<file path="src/hw/rtl/ffba_pkg.sv">
// Package holding the constants, codes and request and response types of the block allocator.
package ffba_pkg;

  localparam int HEAP_BYTES_DEF   = 1048576;
  localparam int HEADER_BYTES_DEF = 24;
  localparam int ALIGN_BYTES_DEF  = 8;
  localparam int MAX_BLOCKS_DEF   = 64;

  localparam int OFF_W  = 20;
  localparam int REQ_W  = 21;
  localparam int SIZE_W = 26;

  localparam logic [1:0] OP_ALLOC   = 2'd0;
  localparam logic [1:0] OP_FREE    = 2'd1;
  localparam logic [1:0] OP_REALLOC = 2'd2;

  localparam logic [2:0] ST_OK     = 3'd0;
  localparam logic [2:0] ST_NOFIT  = 3'd1;
  localparam logic [2:0] ST_ZERO   = 3'd2;
  localparam logic [2:0] ST_DOUBLE = 3'd3;
  localparam logic [2:0] ST_BADOFF = 3'd4;

  typedef struct packed {
    logic [1:0]       operation;
    logic [REQ_W-1:0] request_bytes;
    logic [OFF_W-1:0] payload_offset;
    logic             null_ref;
  } ffba_req_t;

  typedef struct packed {
    logic [OFF_W-1:0] result_offset;
    logic [2:0]       status;
    logic             moved;
  } ffba_rsp_t;

  typedef struct packed {
    logic             wr_en;
    logic             rd_en;
    logic [SIZE_W-1:0] wr_bytes;
    logic             wr_free;
  } ffba_mem_cmd_t;

endpackage

</file>
<file path="src/hw/rtl/first_fit_block_allocator_top.sv">
// Top level of the first-fit block allocator with split and coalesce.
//   channel  direction  payload     handshake
//   in_      input      ffba_req_t  in_valid / in_stall
//   out_     output     ffba_rsp_t  out_valid / out_stall
// A request walks the table entry by entry; a split shifts the later entries up, and a
// free or a moved realloc ends with a merge pass over the whole table.
// The table memory has one registered read port and one write port.
// Reset is synchronous and leaves one free block covering the whole heap.
// A stalled response holds; the next request waits until it has been taken.
module first_fit_block_allocator_top import ffba_pkg::*; #(
  parameter int HEAP_BYTES   = HEAP_BYTES_DEF,
  parameter int HEADER_BYTES = HEADER_BYTES_DEF,
  parameter int ALIGN_BYTES  = ALIGN_BYTES_DEF,
  parameter int MAX_BLOCKS   = MAX_BLOCKS_DEF
) (
  input  logic      clk,
  input  logic      rst_n,
  input  logic      in_valid,
  output logic      in_stall,
  input  ffba_req_t in_data,
  output logic      out_valid,
  input  logic      out_stall,
  output ffba_rsp_t out_data
);

  localparam int IDX_W = $clog2(MAX_BLOCKS);

  ffba_mem_cmd_t     cmd;
  logic [IDX_W-1:0]  wr_addr, rd_addr;
  logic [SIZE_W-1:0] rd_bytes;
  logic              rd_free;

  ffba_ctrl #(
    .MAX_BLOCKS(MAX_BLOCKS), .HEADER_BYTES(HEADER_BYTES), .ALIGN_BYTES(ALIGN_BYTES)
  ) u_ctrl (
    .clk, .rst_n, .in_valid, .in_stall, .in_data, .out_valid, .out_stall, .out_data,
    .cmd, .wr_addr, .rd_addr, .rd_bytes, .rd_free
  );

  ffba_table #(
    .MAX_BLOCKS(MAX_BLOCKS), .HEAP_BYTES(HEAP_BYTES), .HEADER_BYTES(HEADER_BYTES)
  ) u_table (
    .clk, .rst_n, .cmd, .wr_addr, .rd_addr, .rd_bytes, .rd_free
  );

endmodule

</file>
<file path="src/hw/rtl/ffba_table.sv">
// Block table memory holding the payload size and free mark of each block.
module ffba_table import ffba_pkg::*; #(
  parameter int MAX_BLOCKS   = MAX_BLOCKS_DEF,
  parameter int HEAP_BYTES   = HEAP_BYTES_DEF,
  parameter int HEADER_BYTES = HEADER_BYTES_DEF,
  parameter int IDX_W        = $clog2(MAX_BLOCKS)
) (
  input  logic              clk,
  input  logic              rst_n,
  input  ffba_mem_cmd_t     cmd,
  input  logic [IDX_W-1:0]  wr_addr,
  input  logic [IDX_W-1:0]  rd_addr,
  output logic [SIZE_W-1:0] rd_bytes,
  output logic              rd_free
);

  logic [SIZE_W:0] mem [MAX_BLOCKS];
  logic            init_r;
  logic [SIZE_W:0] rd_r;

  // Entry 0 reads as the reset block until it has been written once.
  always_ff @(posedge clk) begin
    if (!rst_n) begin
      init_r <= 1'b1;
    end else if (cmd.wr_en && wr_addr == '0) begin
      init_r <= 1'b0;
    end
  end

  always_ff @(posedge clk) begin
    if (cmd.wr_en) begin
      mem[wr_addr] <= {cmd.wr_free, cmd.wr_bytes};
    end
    if (cmd.rd_en) begin
      if (init_r && rd_addr == '0) begin
        rd_r <= {1'b1, SIZE_W'(HEAP_BYTES - HEADER_BYTES)};
      end else begin
        rd_r <= mem[rd_addr];
      end
    end
  end

  assign rd_bytes = rd_r[SIZE_W-1:0];
  assign rd_free  = rd_r[SIZE_W];

endmodule

</file>
<file path="src/hw/rtl/ffba_ctrl.sv">
// Sequencer that walks, splits and merges the block table for each request.
module ffba_ctrl import ffba_pkg::*; #(
  parameter int MAX_BLOCKS   = MAX_BLOCKS_DEF,
  parameter int HEADER_BYTES = HEADER_BYTES_DEF,
  parameter int ALIGN_BYTES  = ALIGN_BYTES_DEF,
  parameter int IDX_W        = $clog2(MAX_BLOCKS),
  parameter int CNT_W        = $clog2(MAX_BLOCKS + 1)
) (
  input  logic              clk,
  input  logic              rst_n,
  input  logic              in_valid,
  output logic              in_stall,
  input  ffba_req_t         in_data,
  output logic              out_valid,
  input  logic              out_stall,
  output ffba_rsp_t         out_data,
  output ffba_mem_cmd_t     cmd,
  output logic [IDX_W-1:0]  wr_addr,
  output logic [IDX_W-1:0]  rd_addr,
  input  logic [SIZE_W-1:0] rd_bytes,
  input  logic              rd_free
);

  localparam logic [3:0] S_IDLE   = 4'd0;
  localparam logic [3:0] S_FIND   = 4'd1;
  localparam logic [3:0] S_FINDW  = 4'd2;
  localparam logic [3:0] S_FIT    = 4'd3;
  localparam logic [3:0] S_FITW   = 4'd4;
  localparam logic [3:0] S_SHIFT  = 4'd5;
  localparam logic [3:0] S_SHIFTW = 4'd6;
  localparam logic [3:0] S_GRANT  = 4'd7;
  localparam logic [3:0] S_MERGE  = 4'd8;
  localparam logic [3:0] S_MERGEW = 4'd9;
  localparam logic [3:0] S_FLUSH  = 4'd10;
  localparam logic [3:0] S_DONE   = 4'd11;

  localparam logic [SIZE_W-1:0] HDR   = SIZE_W'(HEADER_BYTES);
  localparam logic [SIZE_W-1:0] ALGN  = SIZE_W'(ALIGN_BYTES);
  localparam logic [SIZE_W-1:0] AMASK = ~(SIZE_W'(ALIGN_BYTES) - SIZE_W'(1));
  localparam logic [CNT_W-1:0]  MAXC  = CNT_W'(MAX_BLOCKS);

  logic [3:0]        state_r, state_nxt;
  ffba_req_t         req_r;
  logic [CNT_W-1:0]  count_r, count_nxt;
  logic [CNT_W-1:0]  i_r, i_nxt;
  logic [CNT_W-1:0]  w_r, w_nxt;
  logic [SIZE_W-1:0] pos_r, pos_nxt;
  logic [SIZE_W-1:0] need_r;
  logic [SIZE_W-1:0] fit_bytes_r, fit_bytes_nxt;
  logic [CNT_W-1:0]  fit_idx_r, fit_idx_nxt;
  logic [SIZE_W-1:0] fit_pos_r, fit_pos_nxt;
  logic              split_r, split_nxt;
  logic [CNT_W-1:0]  old_idx_r, old_idx_nxt;
  logic              realloc_r, realloc_nxt;
  logic [SIZE_W-1:0] acc_bytes_r, acc_bytes_nxt;
  logic              acc_free_r, acc_free_nxt;
  logic              acc_ok_r, acc_ok_nxt;
  logic              out_valid_r;
  ffba_rsp_t         out_r, out_nxt;
  logic              fin;
  logic              rd_cur_free;
  logic [SIZE_W-1:0] need_c;

  assign in_stall  = (state_r != S_IDLE) || out_valid_r;
  assign out_valid = out_valid_r;
  assign out_data  = out_r;
  assign need_c    = (SIZE_W'(req_r.request_bytes) + ALGN - SIZE_W'(1)) & AMASK;
  assign rd_cur_free = rd_free || (realloc_r && i_r == old_idx_r);

  always_ff @(posedge clk) begin
    if (!rst_n) begin
      state_r     <= S_IDLE;
      count_r     <= CNT_W'(1);
      out_valid_r <= 1'b0;
    end else begin
      state_r <= state_nxt;
      count_r <= count_nxt;
      if (fin) begin
        out_valid_r <= 1'b1;
      end else if (!out_stall) begin
        out_valid_r <= 1'b0;
      end
    end
  end

  always_ff @(posedge clk) begin
    if (state_r == S_IDLE && in_valid) begin
      req_r  <= in_data;
    end
    if (state_r == S_FIND || state_r == S_FIT) begin
      need_r <= need_c;
    end
    i_r         <= i_nxt;
    w_r         <= w_nxt;
    pos_r       <= pos_nxt;
    fit_bytes_r <= fit_bytes_nxt;
    fit_idx_r   <= fit_idx_nxt;
    fit_pos_r   <= fit_pos_nxt;
    split_r     <= split_nxt;
    old_idx_r   <= old_idx_nxt;
    realloc_r   <= realloc_nxt;
    acc_bytes_r <= acc_bytes_nxt;
    acc_free_r  <= acc_free_nxt;
    acc_ok_r    <= acc_ok_nxt;
    out_r       <= out_nxt;
  end

  always_comb begin
    state_nxt     = state_r;
    count_nxt     = count_r;
    i_nxt         = i_r;
    w_nxt         = w_r;
    pos_nxt       = pos_r;
    fit_bytes_nxt = fit_bytes_r;
    fit_idx_nxt   = fit_idx_r;
    fit_pos_nxt   = fit_pos_r;
    split_nxt     = split_r;
    old_idx_nxt   = old_idx_r;
    realloc_nxt   = realloc_r;
    acc_bytes_nxt = acc_bytes_r;
    acc_free_nxt  = acc_free_r;
    acc_ok_nxt    = acc_ok_r;
    out_nxt       = out_r;
    fin           = 1'b0;
    cmd           = '0;
    wr_addr       = '0;
    rd_addr       = i_r[IDX_W-1:0];
    case (state_r)
      S_IDLE: begin
        if (in_valid && !out_valid_r) begin
          i_nxt       = '0;
          pos_nxt     = HDR;
          realloc_nxt = 1'b0;
          out_nxt     = '0;
          case (in_data.operation)
            OP_ALLOC: begin
              state_nxt = (in_data.request_bytes == '0) ? S_DONE : S_FIT;
              out_nxt.status = (in_data.request_bytes == '0) ? ST_ZERO : ST_OK;
            end
            OP_FREE: begin
              state_nxt = in_data.null_ref ? S_DONE : S_FIND;
            end
            OP_REALLOC: begin
              if (in_data.null_ref) begin
                state_nxt = (in_data.request_bytes == '0) ? S_DONE : S_FIT;
                out_nxt.status = (in_data.request_bytes == '0) ? ST_ZERO : ST_OK;
              end else begin
                state_nxt = S_FIND;
              end
            end
            default: state_nxt = S_DONE;
          endcase
        end
      end
      S_FIND: begin
        if (i_r >= count_r) begin
          out_nxt.status = ST_BADOFF;
          state_nxt      = S_DONE;
        end else begin
          cmd.rd_en = 1'b1;
          state_nxt = S_FINDW;
        end
      end
      S_FINDW: begin
        if (pos_r == SIZE_W'(req_r.payload_offset)) begin
          old_idx_nxt = i_r;
          if (rd_free) begin
            out_nxt.status = ST_DOUBLE;
            state_nxt      = S_DONE;
          end else if (req_r.operation == OP_FREE) begin
            out_nxt.result_offset = req_r.payload_offset;
            cmd.wr_en   = 1'b1;
            cmd.wr_free = 1'b1;
            cmd.wr_bytes = rd_bytes;
            wr_addr     = i_r[IDX_W-1:0];
            i_nxt       = '0;
            w_nxt       = '0;
            acc_ok_nxt  = 1'b0;
            state_nxt   = S_MERGE;
          end else if (rd_bytes >= SIZE_W'(req_r.request_bytes)) begin
            out_nxt.result_offset = req_r.payload_offset;
            state_nxt = S_DONE;
          end else begin
            realloc_nxt = 1'b1;
            i_nxt       = '0;
            pos_nxt     = HDR;
            state_nxt   = S_FIT;
          end
        end else begin
          pos_nxt   = pos_r + HDR + rd_bytes;
          i_nxt     = i_r + CNT_W'(1);
          state_nxt = S_FIND;
        end
      end
      S_FIT: begin
        if (i_r >= count_r) begin
          out_nxt.status = ST_NOFIT;
          state_nxt      = S_DONE;
        end else begin
          cmd.rd_en = 1'b1;
          state_nxt = S_FITW;
        end
      end
      S_FITW: begin
        if (rd_free && !(realloc_r && i_r == old_idx_r) && rd_bytes >= need_r) begin
          fit_idx_nxt   = i_r;
          fit_pos_nxt   = pos_r;
          fit_bytes_nxt = rd_bytes;
          if (rd_bytes >= need_r + HDR + ALGN && count_r < MAXC) begin
            split_nxt = 1'b1;
            i_nxt     = count_r - CNT_W'(1);
            count_nxt = count_r + CNT_W'(1);
            state_nxt = S_SHIFT;
          end else begin
            split_nxt = 1'b0;
            state_nxt = S_GRANT;
          end
        end else begin
          pos_nxt   = pos_r + HDR + rd_bytes;
          i_nxt     = i_r + CNT_W'(1);
          state_nxt = S_FIT;
        end
      end
      S_SHIFT: begin
        if (i_r == fit_idx_r) begin
          cmd.wr_en    = 1'b1;
          cmd.wr_free  = 1'b1;
          cmd.wr_bytes = fit_bytes_r - need_r - HDR;
          wr_addr      = IDX_W'(fit_idx_r + CNT_W'(1));
          if (realloc_r && old_idx_r > fit_idx_r) begin
            old_idx_nxt = old_idx_r + CNT_W'(1);
          end
          state_nxt = S_GRANT;
        end else begin
          cmd.rd_en = 1'b1;
          state_nxt = S_SHIFTW;
        end
      end
      S_SHIFTW: begin
        cmd.wr_en    = 1'b1;
        cmd.wr_free  = rd_free;
        cmd.wr_bytes = rd_bytes;
        wr_addr      = IDX_W'(i_r + CNT_W'(1));
        i_nxt        = i_r - CNT_W'(1);
        state_nxt    = S_SHIFT;
      end
      S_GRANT: begin
        cmd.wr_en    = 1'b1;
        cmd.wr_free  = 1'b0;
        cmd.wr_bytes = split_r ? need_r : fit_bytes_r;
        wr_addr      = fit_idx_r[IDX_W-1:0];
        out_nxt.result_offset = fit_pos_r[OFF_W-1:0];
        if (realloc_r) begin
          out_nxt.moved = 1'b1;
          i_nxt      = '0;
          w_nxt      = '0;
          acc_ok_nxt = 1'b0;
          state_nxt  = S_MERGE;
        end else begin
          state_nxt = S_DONE;
        end
      end
      S_MERGE: begin
        if (i_r >= count_r) begin
          if (acc_ok_r) begin
            cmd.wr_en    = 1'b1;
            cmd.wr_free  = acc_free_r;
            cmd.wr_bytes = acc_bytes_r;
            wr_addr      = w_r[IDX_W-1:0];
          end
          count_nxt = w_r + CNT_W'(acc_ok_r);
          state_nxt = S_DONE;
        end else begin
          cmd.rd_en = 1'b1;
          state_nxt = S_MERGEW;
        end
      end
      S_MERGEW: begin
        i_nxt     = i_r + CNT_W'(1);
        state_nxt = S_MERGE;
        if (acc_ok_r && acc_free_r && rd_cur_free) begin
          acc_bytes_nxt = acc_bytes_r + HDR + rd_bytes;
        end else begin
          if (acc_ok_r) begin
            cmd.wr_en    = 1'b1;
            cmd.wr_free  = acc_free_r;
            cmd.wr_bytes = acc_bytes_r;
            wr_addr      = w_r[IDX_W-1:0];
            w_nxt        = w_r + CNT_W'(1);
          end
          acc_ok_nxt    = 1'b1;
          acc_bytes_nxt = rd_bytes;
          acc_free_nxt  = rd_cur_free;
        end
      end
      S_FLUSH: state_nxt = S_DONE;
      S_DONE: begin
        if (out_nxt.status != ST_OK) begin
          out_nxt.result_offset = '0;
          out_nxt.moved         = 1'b0;
        end
        fin       = 1'b1;
        state_nxt = S_IDLE;
      end
      default: state_nxt = S_IDLE;
    endcase
  end

endmodule
</file>
<file path="config.mk">
export PLATFORM = sky130hd
export DESIGN_NAME = first_fit_block_allocator_top
export DESIGN_NICKNAME = d
export VERILOG_FILES = /design/src/hw/rtl/ffba_pkg.sv /design/src/hw/rtl/first_fit_block_allocator_top.sv /design/src/hw/rtl/ffba_table.sv /design/src/hw/rtl/ffba_ctrl.sv
export SDC_FILE = /design/constraint.sdc
export NUM_CORES = 2
export LEC_CHECK = 0
export BUFFER_PORTS_ARGS = -buffer_cell sky130_fd_sc_hd__buf_2
export CELL_PAD_IN_SITES_DETAIL_PLACEMENT = 2
export CELL_PAD_IN_SITES_GLOBAL_PLACEMENT = 2
export CORE_ASPECT_RATIO = 1.1
export CORE_MARGIN = 3
export CORE_UTILIZATION = 35
export DETAILED_ROUTE_END_ITERATION = 10
export HOLD_SLACK_MARGIN = 0.15
export PLACE_DENSITY_LB_ADDON = 0.1
export SYNTH_ARGS = -nofsm -noshare
export SYNTH_HDL_FRONTEND = slang
export SYNTH_SLANG_ARGS = --single-unit
</file>
<file path="constraint.sdc">
create_clock -name clk -period 9.3 [get_ports clk]
set_input_delay 1.395 -clock clk [delete_from_list [all_inputs] [get_ports clk]]
set_output_delay 1.395 -clock clk [all_outputs]
set_load 0.01 [all_outputs]
</file>
==> results_tabular.tex <==
\begin{tabular}{lr}
\hline
Metric & Value \\
\hline
\multicolumn{2}{l}{\textbf{Yosys}} \\
Number of synthesis warnings & 0 \\
Sequential share of the synthesized area & 70.31\% \\
Unique masters post-synth & 81 \\
Dominant register cell in the synthesized netlist & sky130\_fd\_sc\_hd\_\_edfxtp\_1 \\
Number of synthesized flops with an enable pin & 1,975 \\
Post-Syn Nets & 4,756 \\
Avg Cell Area, Syn & 18.96 µm² \\
Register bit count reported by yosys & 1,988 \\
Share of flip-flops with an asynchronous set or reset after synthesis & 0\% \\
Gate count after technology mapping & 4,469 \\
Netlist Area Pre-Place & approximately 0.085 mm² \\
\multicolumn{2}{l}{\textbf{Placement}} \\
Total half-perimeter wirelength after legalization and detailed placement & about 160,000 µm \\
Buffers on Ports & 73 \\
Placer congestion estimate & 0.7736 \\
\multicolumn{2}{l}{\textbf{Global route}} \\
First-pass GRT wire length & 378,000 µm \\
Number of global-route vias before repair & 48.74k \\
Antenna violations before repair & 21 \\
Overall Global Routing Usage & 21.46\% \\
GR Overflow Total & 0 \\
Maximum number of pins on one net before global-route repair & 135 \\
\multicolumn{2}{l}{\textbf{Drt}} \\
Post-DR wirelength/cell & 33.05 µm \\
Wirelength, routed & around 260,000 µm \\
DRT antenna net count & 0 \\
Avg Vias per Cell & 5.553 \\
Overall via count from detail\_route & 44.52k \\
Iteration-0 DRC Markers & 3,738 \\
Residual DRC count & 0 \\
First-pass DRT Iterations & 7 \\
\multicolumn{2}{l}{\textbf{Timing}} \\
Hold violation count in the final report & 0 \\
Peak Freq & between 0.15 and 0.2 GHz \\
Final sum of negative setup slack & 0 ns \\
Max Slew Vio Count & 0 \\
Max\_slew headroom & 19.52\% \\
Finish-stage setup viols & 0 \\
Pin slew with the least headroom to its limit & 1.204 ns \\
Final cycle utilization of the critical path & 63.80\% \\
RSZ-0062 raised after global routing & no \\
Final critical-path required period & 5.933 ns \\
Worst clock skew & 0.06428 ns \\
\multicolumn{2}{l}{\textbf{Clocking}} \\
Deepest clock path buffer count & 3 \\
Number of gates resized after CTS & 0 \\
TritonCTS buffer count & 212 \\
Number of buffers added to fix hold violations after cts & 0 \\
Clock network latency to the later pin of the worst-skew pair & 0.89 ns \\
Clock input transition at the sequential cells of the worst setup and hold paths & 0.06 ns \\
TritonCTS clock tree & built \\
Clk sinks & 1,988 \\
H-tree levels & 4 \\
Master cell of the clock root buffer & sky130\_fd\_sc\_hd\_\_clkbuf\_16 \\
Buffer count from post-CTS setup fixing & 0 \\
\multicolumn{2}{l}{\textbf{Die}} \\
\# IOs & 74 \\
Die outline area & 0.2480 mm² \\
Core Footprint & roughly 0.24 mm² \\
Starting Density & 35.35\% \\
Core Rows & 188 \\
Chip width & 475.1 µm \\
Vertical die dimension & 522.0 µm \\
\multicolumn{2}{l}{\textbf{Setup path}} \\
CP Launch Type & flop \\
Worst setup path class & flop to flop \\
Crit Path Max Fanout & 27 \\
Reg-to-Reg End & u\_table.mem[42][6]\$\_DFFE\_PP\_ \\
Worst Reg2Reg Path Length in Cells & 11 \\
Element type at the critical path end & flop \\
Endpoint required time on the critical path & 9.78 ns \\
Setup slack on the worst flop-to-flop path & 3.37 ns \\
Launching point of the worst reg2reg path & u\_ctrl.i\_r[0]\$\_DFFE\_PP\_ \\
Arrival time of the worst setup path & 6.41 ns \\
\multicolumn{2}{l}{\textbf{Finish}} \\
Area growth from synthesis to layout & 14.52\% \\
Layout cell share with drive strength beyond 1 & 25.26\% \\
Layout filler cell count & around 23k \\
Share of the core filled with cells in the final layout & 40.48\% \\
Final net count & 4,991 \\
\multicolumn{2}{l}{\textbf{Worst hold path}} \\
Cell depth of the worst min-delay path & 2 \\
Hold/Removal Path Class & flop to flop \\
Hold EP & u\_ctrl.out\_valid\$\_SDFFE\_PN0P\_ \\
Hold path start & u\_ctrl.out\_valid\$\_SDFFE\_PN0P\_ \\
\multicolumn{2}{l}{\textbf{Power and ir drop}} \\
Power Dens Cells & between 300 and 400 mW/mm² \\
Leakage power of the design & 32.57 nW \\
Worst-case vdd ir drop & 0.3142 mV \\
\multicolumn{2}{l}{\textbf{Run}} \\
Number of maximum-capacitance constraint violations & 0 \\
\multicolumn{2}{l}{\textbf{Outcome}} \\
Status & completed \\
\hline
\end{tabular}
[per-stage QoR]
stage | cells | power (mW) | setup WS, ns | cell area (µm²) | hold WS [ns]
floorplan | 4469 | 17.77 | 3.295 | 84720 | 0.4512
global placement | 7625 | 21.86 | 3.568 | 90120 | 0.4926
detailed placement | 7625 | 22.01 | 3.444 | 90120 | 0.4925
CTS | 8013 | 30.55 | 3.354 | 97010 | 0.4988
global route | 8014 | 31.50 | 3.080 | 97010 | 0.5244
finish | 8017 | 29.98 | 3.367 | 97020 | 0.4925
[power by group]
part / internal (mW) / switching [mW] / total (mW) / leakage (nW)
logic: 4.20 / 6.10 / 10.3 / 10.1
clock network: 4.79 / 3.66 / 8.45 / 3.33
registers: 10.7 / 0.558 / 11.2 / 19.1
total: 19.7 / 10.3 / 30.0 / 32.6
[cell usage in the layout, fill, tap and decap left out, types with 35 or more instances in the layout]
| cell type | count |
|---|---|
| sky130_fd_sc_hd__edfxtp_1 | 1975 |
| sky130_fd_sc_hd__nor2b_1 | 35 |
| sky130_fd_sc_hd__o21ai_0 | 102 |
| sky130_fd_sc_hd__buf_2 | 73 |
| sky130_fd_sc_hd__xor2_1 | 69 |
| sky130_fd_sc_hd__ha_1 | 237 |
| sky130_fd_sc_hd__clkinv_1 | 48 |
| sky130_fd_sc_hd__a21oi_1 | 112 |
| sky130_fd_sc_hd__nor3_1 | 42 |
| sky130_fd_sc_hd__nand2_1 | 131 |
| sky130_fd_sc_hd__inv_1 | 172 |
| sky130_fd_sc_hd__clkbuf_16 | 214 |
| sky130_fd_sc_hd__nor2_4 | 63 |
| sky130_fd_sc_hd__nor2_1 | 127 |
| sky130_fd_sc_hd__buf_4 | 143 |
| sky130_fd_sc_hd__xnor2_1 | 106 |
| sky130_fd_sc_hd__mux4_2 | 567 |
| sky130_fd_sc_hd__a21o_1 | 38 |
| sky130_fd_sc_hd__clkbuf_1 | 47 |
| sky130_fd_sc_hd__clkinv_2 | 38 |
| sky130_fd_sc_hd__nand3_1 | 71 |
[routing by layer]
layer	part of all wire [%]	vias up	GRT usage, %
met5	0.0049	-	0
met4	1.9	2	4.567
met3	4.6	246	3.067
met2	51	1052	37.37
met1	42	24510	28.54
li1	-	18710	-
[worst max-delay path by stage]
stage                                       start                             to  slack [ns]  cells after the start
after floorplan           u_ctrl.i_r[0]$_DFFE_PP_    u_table.mem[0][3]$_DFFE_PP_        3.29                     12
after detailed placement  u_ctrl.i_r[0]$_DFFE_PP_  u_table.mem[42][17]$_DFFE_PP_        3.44                     12
after CTS                 u_ctrl.i_r[0]$_DFFE_PP_  u_table.mem[42][10]$_DFFE_PP_        3.35                     12
final                     u_ctrl.i_r[0]$_DFFE_PP_   u_table.mem[42][6]$_DFFE_PP_        3.37                     11
after global routing      u_ctrl.i_r[0]$_DFFE_PP_   u_table.mem[42][8]$_DFFE_PP_        3.08                     12
after global placement    u_ctrl.i_r[0]$_DFFE_PP_  u_table.mem[42][17]$_DFFE_PP_        3.57                     12
[cell usage after synthesis, types with 9 or more instances]
cell type	number	area [µm²]
sky130_fd_sc_hd__nor2_1	190	713.2
sky130_fd_sc_hd__a21o_1	38	285.3
sky130_fd_sc_hd__nor4_1	18	112.6
sky130_fd_sc_hd__and3_1	18	112.6
sky130_fd_sc_hd__a22o_1	20	175.2
sky130_fd_sc_hd__o22ai_1	14	87.58
sky130_fd_sc_hd__mux2_2	9	101.4
sky130_fd_sc_hd__o21bai_1	9	67.56
sky130_fd_sc_hd__buf_1	36	135.1
sky130_fd_sc_hd__a222oi_1	13	130.1
sky130_fd_sc_hd__a31oi_1	21	131.4
sky130_fd_sc_hd__a211oi_1	13	97.59
sky130_fd_sc_hd__buf_2	29	145.1
sky130_fd_sc_hd__and2_1	13	81.33
sky130_fd_sc_hd__inv_1	175	656.9
sky130_fd_sc_hd__or2_2	22	137.6
sky130_fd_sc_hd__clkbuf_1	132	495.5
sky130_fd_sc_hd__o21ai_0	118	590.6
sky130_fd_sc_hd__a21oi_1	113	565.5
sky130_fd_sc_hd__mux2i_1	16	160.2
sky130_fd_sc_hd__ha_1	237	2965
sky130_fd_sc_hd__nor2b_1	36	225.2
sky130_fd_sc_hd__dfxtp_1	13	260.3
sky130_fd_sc_hd__xor2_1	69	604.3
sky130_fd_sc_hd__nand2_1	132	495.5
sky130_fd_sc_hd__edfxtp_1	1975	59310
sky130_fd_sc_hd__nor3_1	45	225.2
sky130_fd_sc_hd__a221oi_1	10	87.58
sky130_fd_sc_hd__xnor2_1	106	928.4
sky130_fd_sc_hd__nand2b_1	29	181.4
sky130_fd_sc_hd__nand3_1	76	380.4
sky130_fd_sc_hd__nand4_1	19	118.9
sky130_fd_sc_hd__or3_1	11	68.82
sky130_fd_sc_hd__o221ai_1	9	78.83
sky130_fd_sc_hd__mux4_2	567	12770
[sequential cells by signal (all words and copies together) (netlist names), 4 cells and up]
| name | cells |
|---|---|
| u_ctrl.i_r | 7 |
| u_ctrl.fit_idx_r | 7 |
| u_ctrl.count_r | 7 |
| u_ctrl.w_r | 7 |
| u_ctrl.acc_bytes_r | 26 |
| u_ctrl.old_idx_r | 7 |
| u_table.rd_r | 27 |
| u_ctrl.fit_bytes_r | 26 |
| u_ctrl.state_r | 4 |
| u_ctrl.need_r | 23 |
| u_table.mem | 1728 |
| u_ctrl.req_r | 43 |
| u_ctrl.pos_r | 26 |
| u_ctrl.out_data | 24 |
| u_ctrl.fit_pos_r | 20 |
[area by class of cell]
type	instances	area [µm²]	area share, %
flip-flops and latches	1988	59570	61.40
multi-input cells	2103	24430	25.18
clock buffers	261	5532	5.701
well taps	3135	3923	4.043
repair buffers	221	1539	1.586
clock inverters	127	1356	1.398
inverters	178	668.1	0.6887
diodes	4	10.01	0.01032
[critical path: stages (launching register included)]
cell	delay [ns]
sky130_fd_sc_hd__edfxtp_1	0.68
sky130_fd_sc_hd__inv_1	0.19
sky130_fd_sc_hd__ha_1	0.32
sky130_fd_sc_hd__nand2b_1	0.14
sky130_fd_sc_hd__a21oi_1	0.17
sky130_fd_sc_hd__nor2b_1	0.06
sky130_fd_sc_hd__o21ai_0	0.23
sky130_fd_sc_hd__a311oi_1	0.30
sky130_fd_sc_hd__or2_1	0.34
sky130_fd_sc_hd__a221oi_2	0.76
sky130_fd_sc_hd__nand3_1	1.02
sky130_fd_sc_hd__nor2_4	1.26
[cell families (layout without fill, tap and decap cells)]
family,after synthesis,after routing,synth area share (%)
xor gates and xnor gates,175,175,1.809
adders and majority gates,239,239,3.547
AOI/OAI and AO/OA,458,458,3.543
buffers and inverters,378,787,1.737
muxes,592,592,15.38
and+or+nand+nor,639,639,3.676
DFF,1988,1988,70.31
other,0,4,0
No activity file was read; power rests on OpenSTA's default activity.
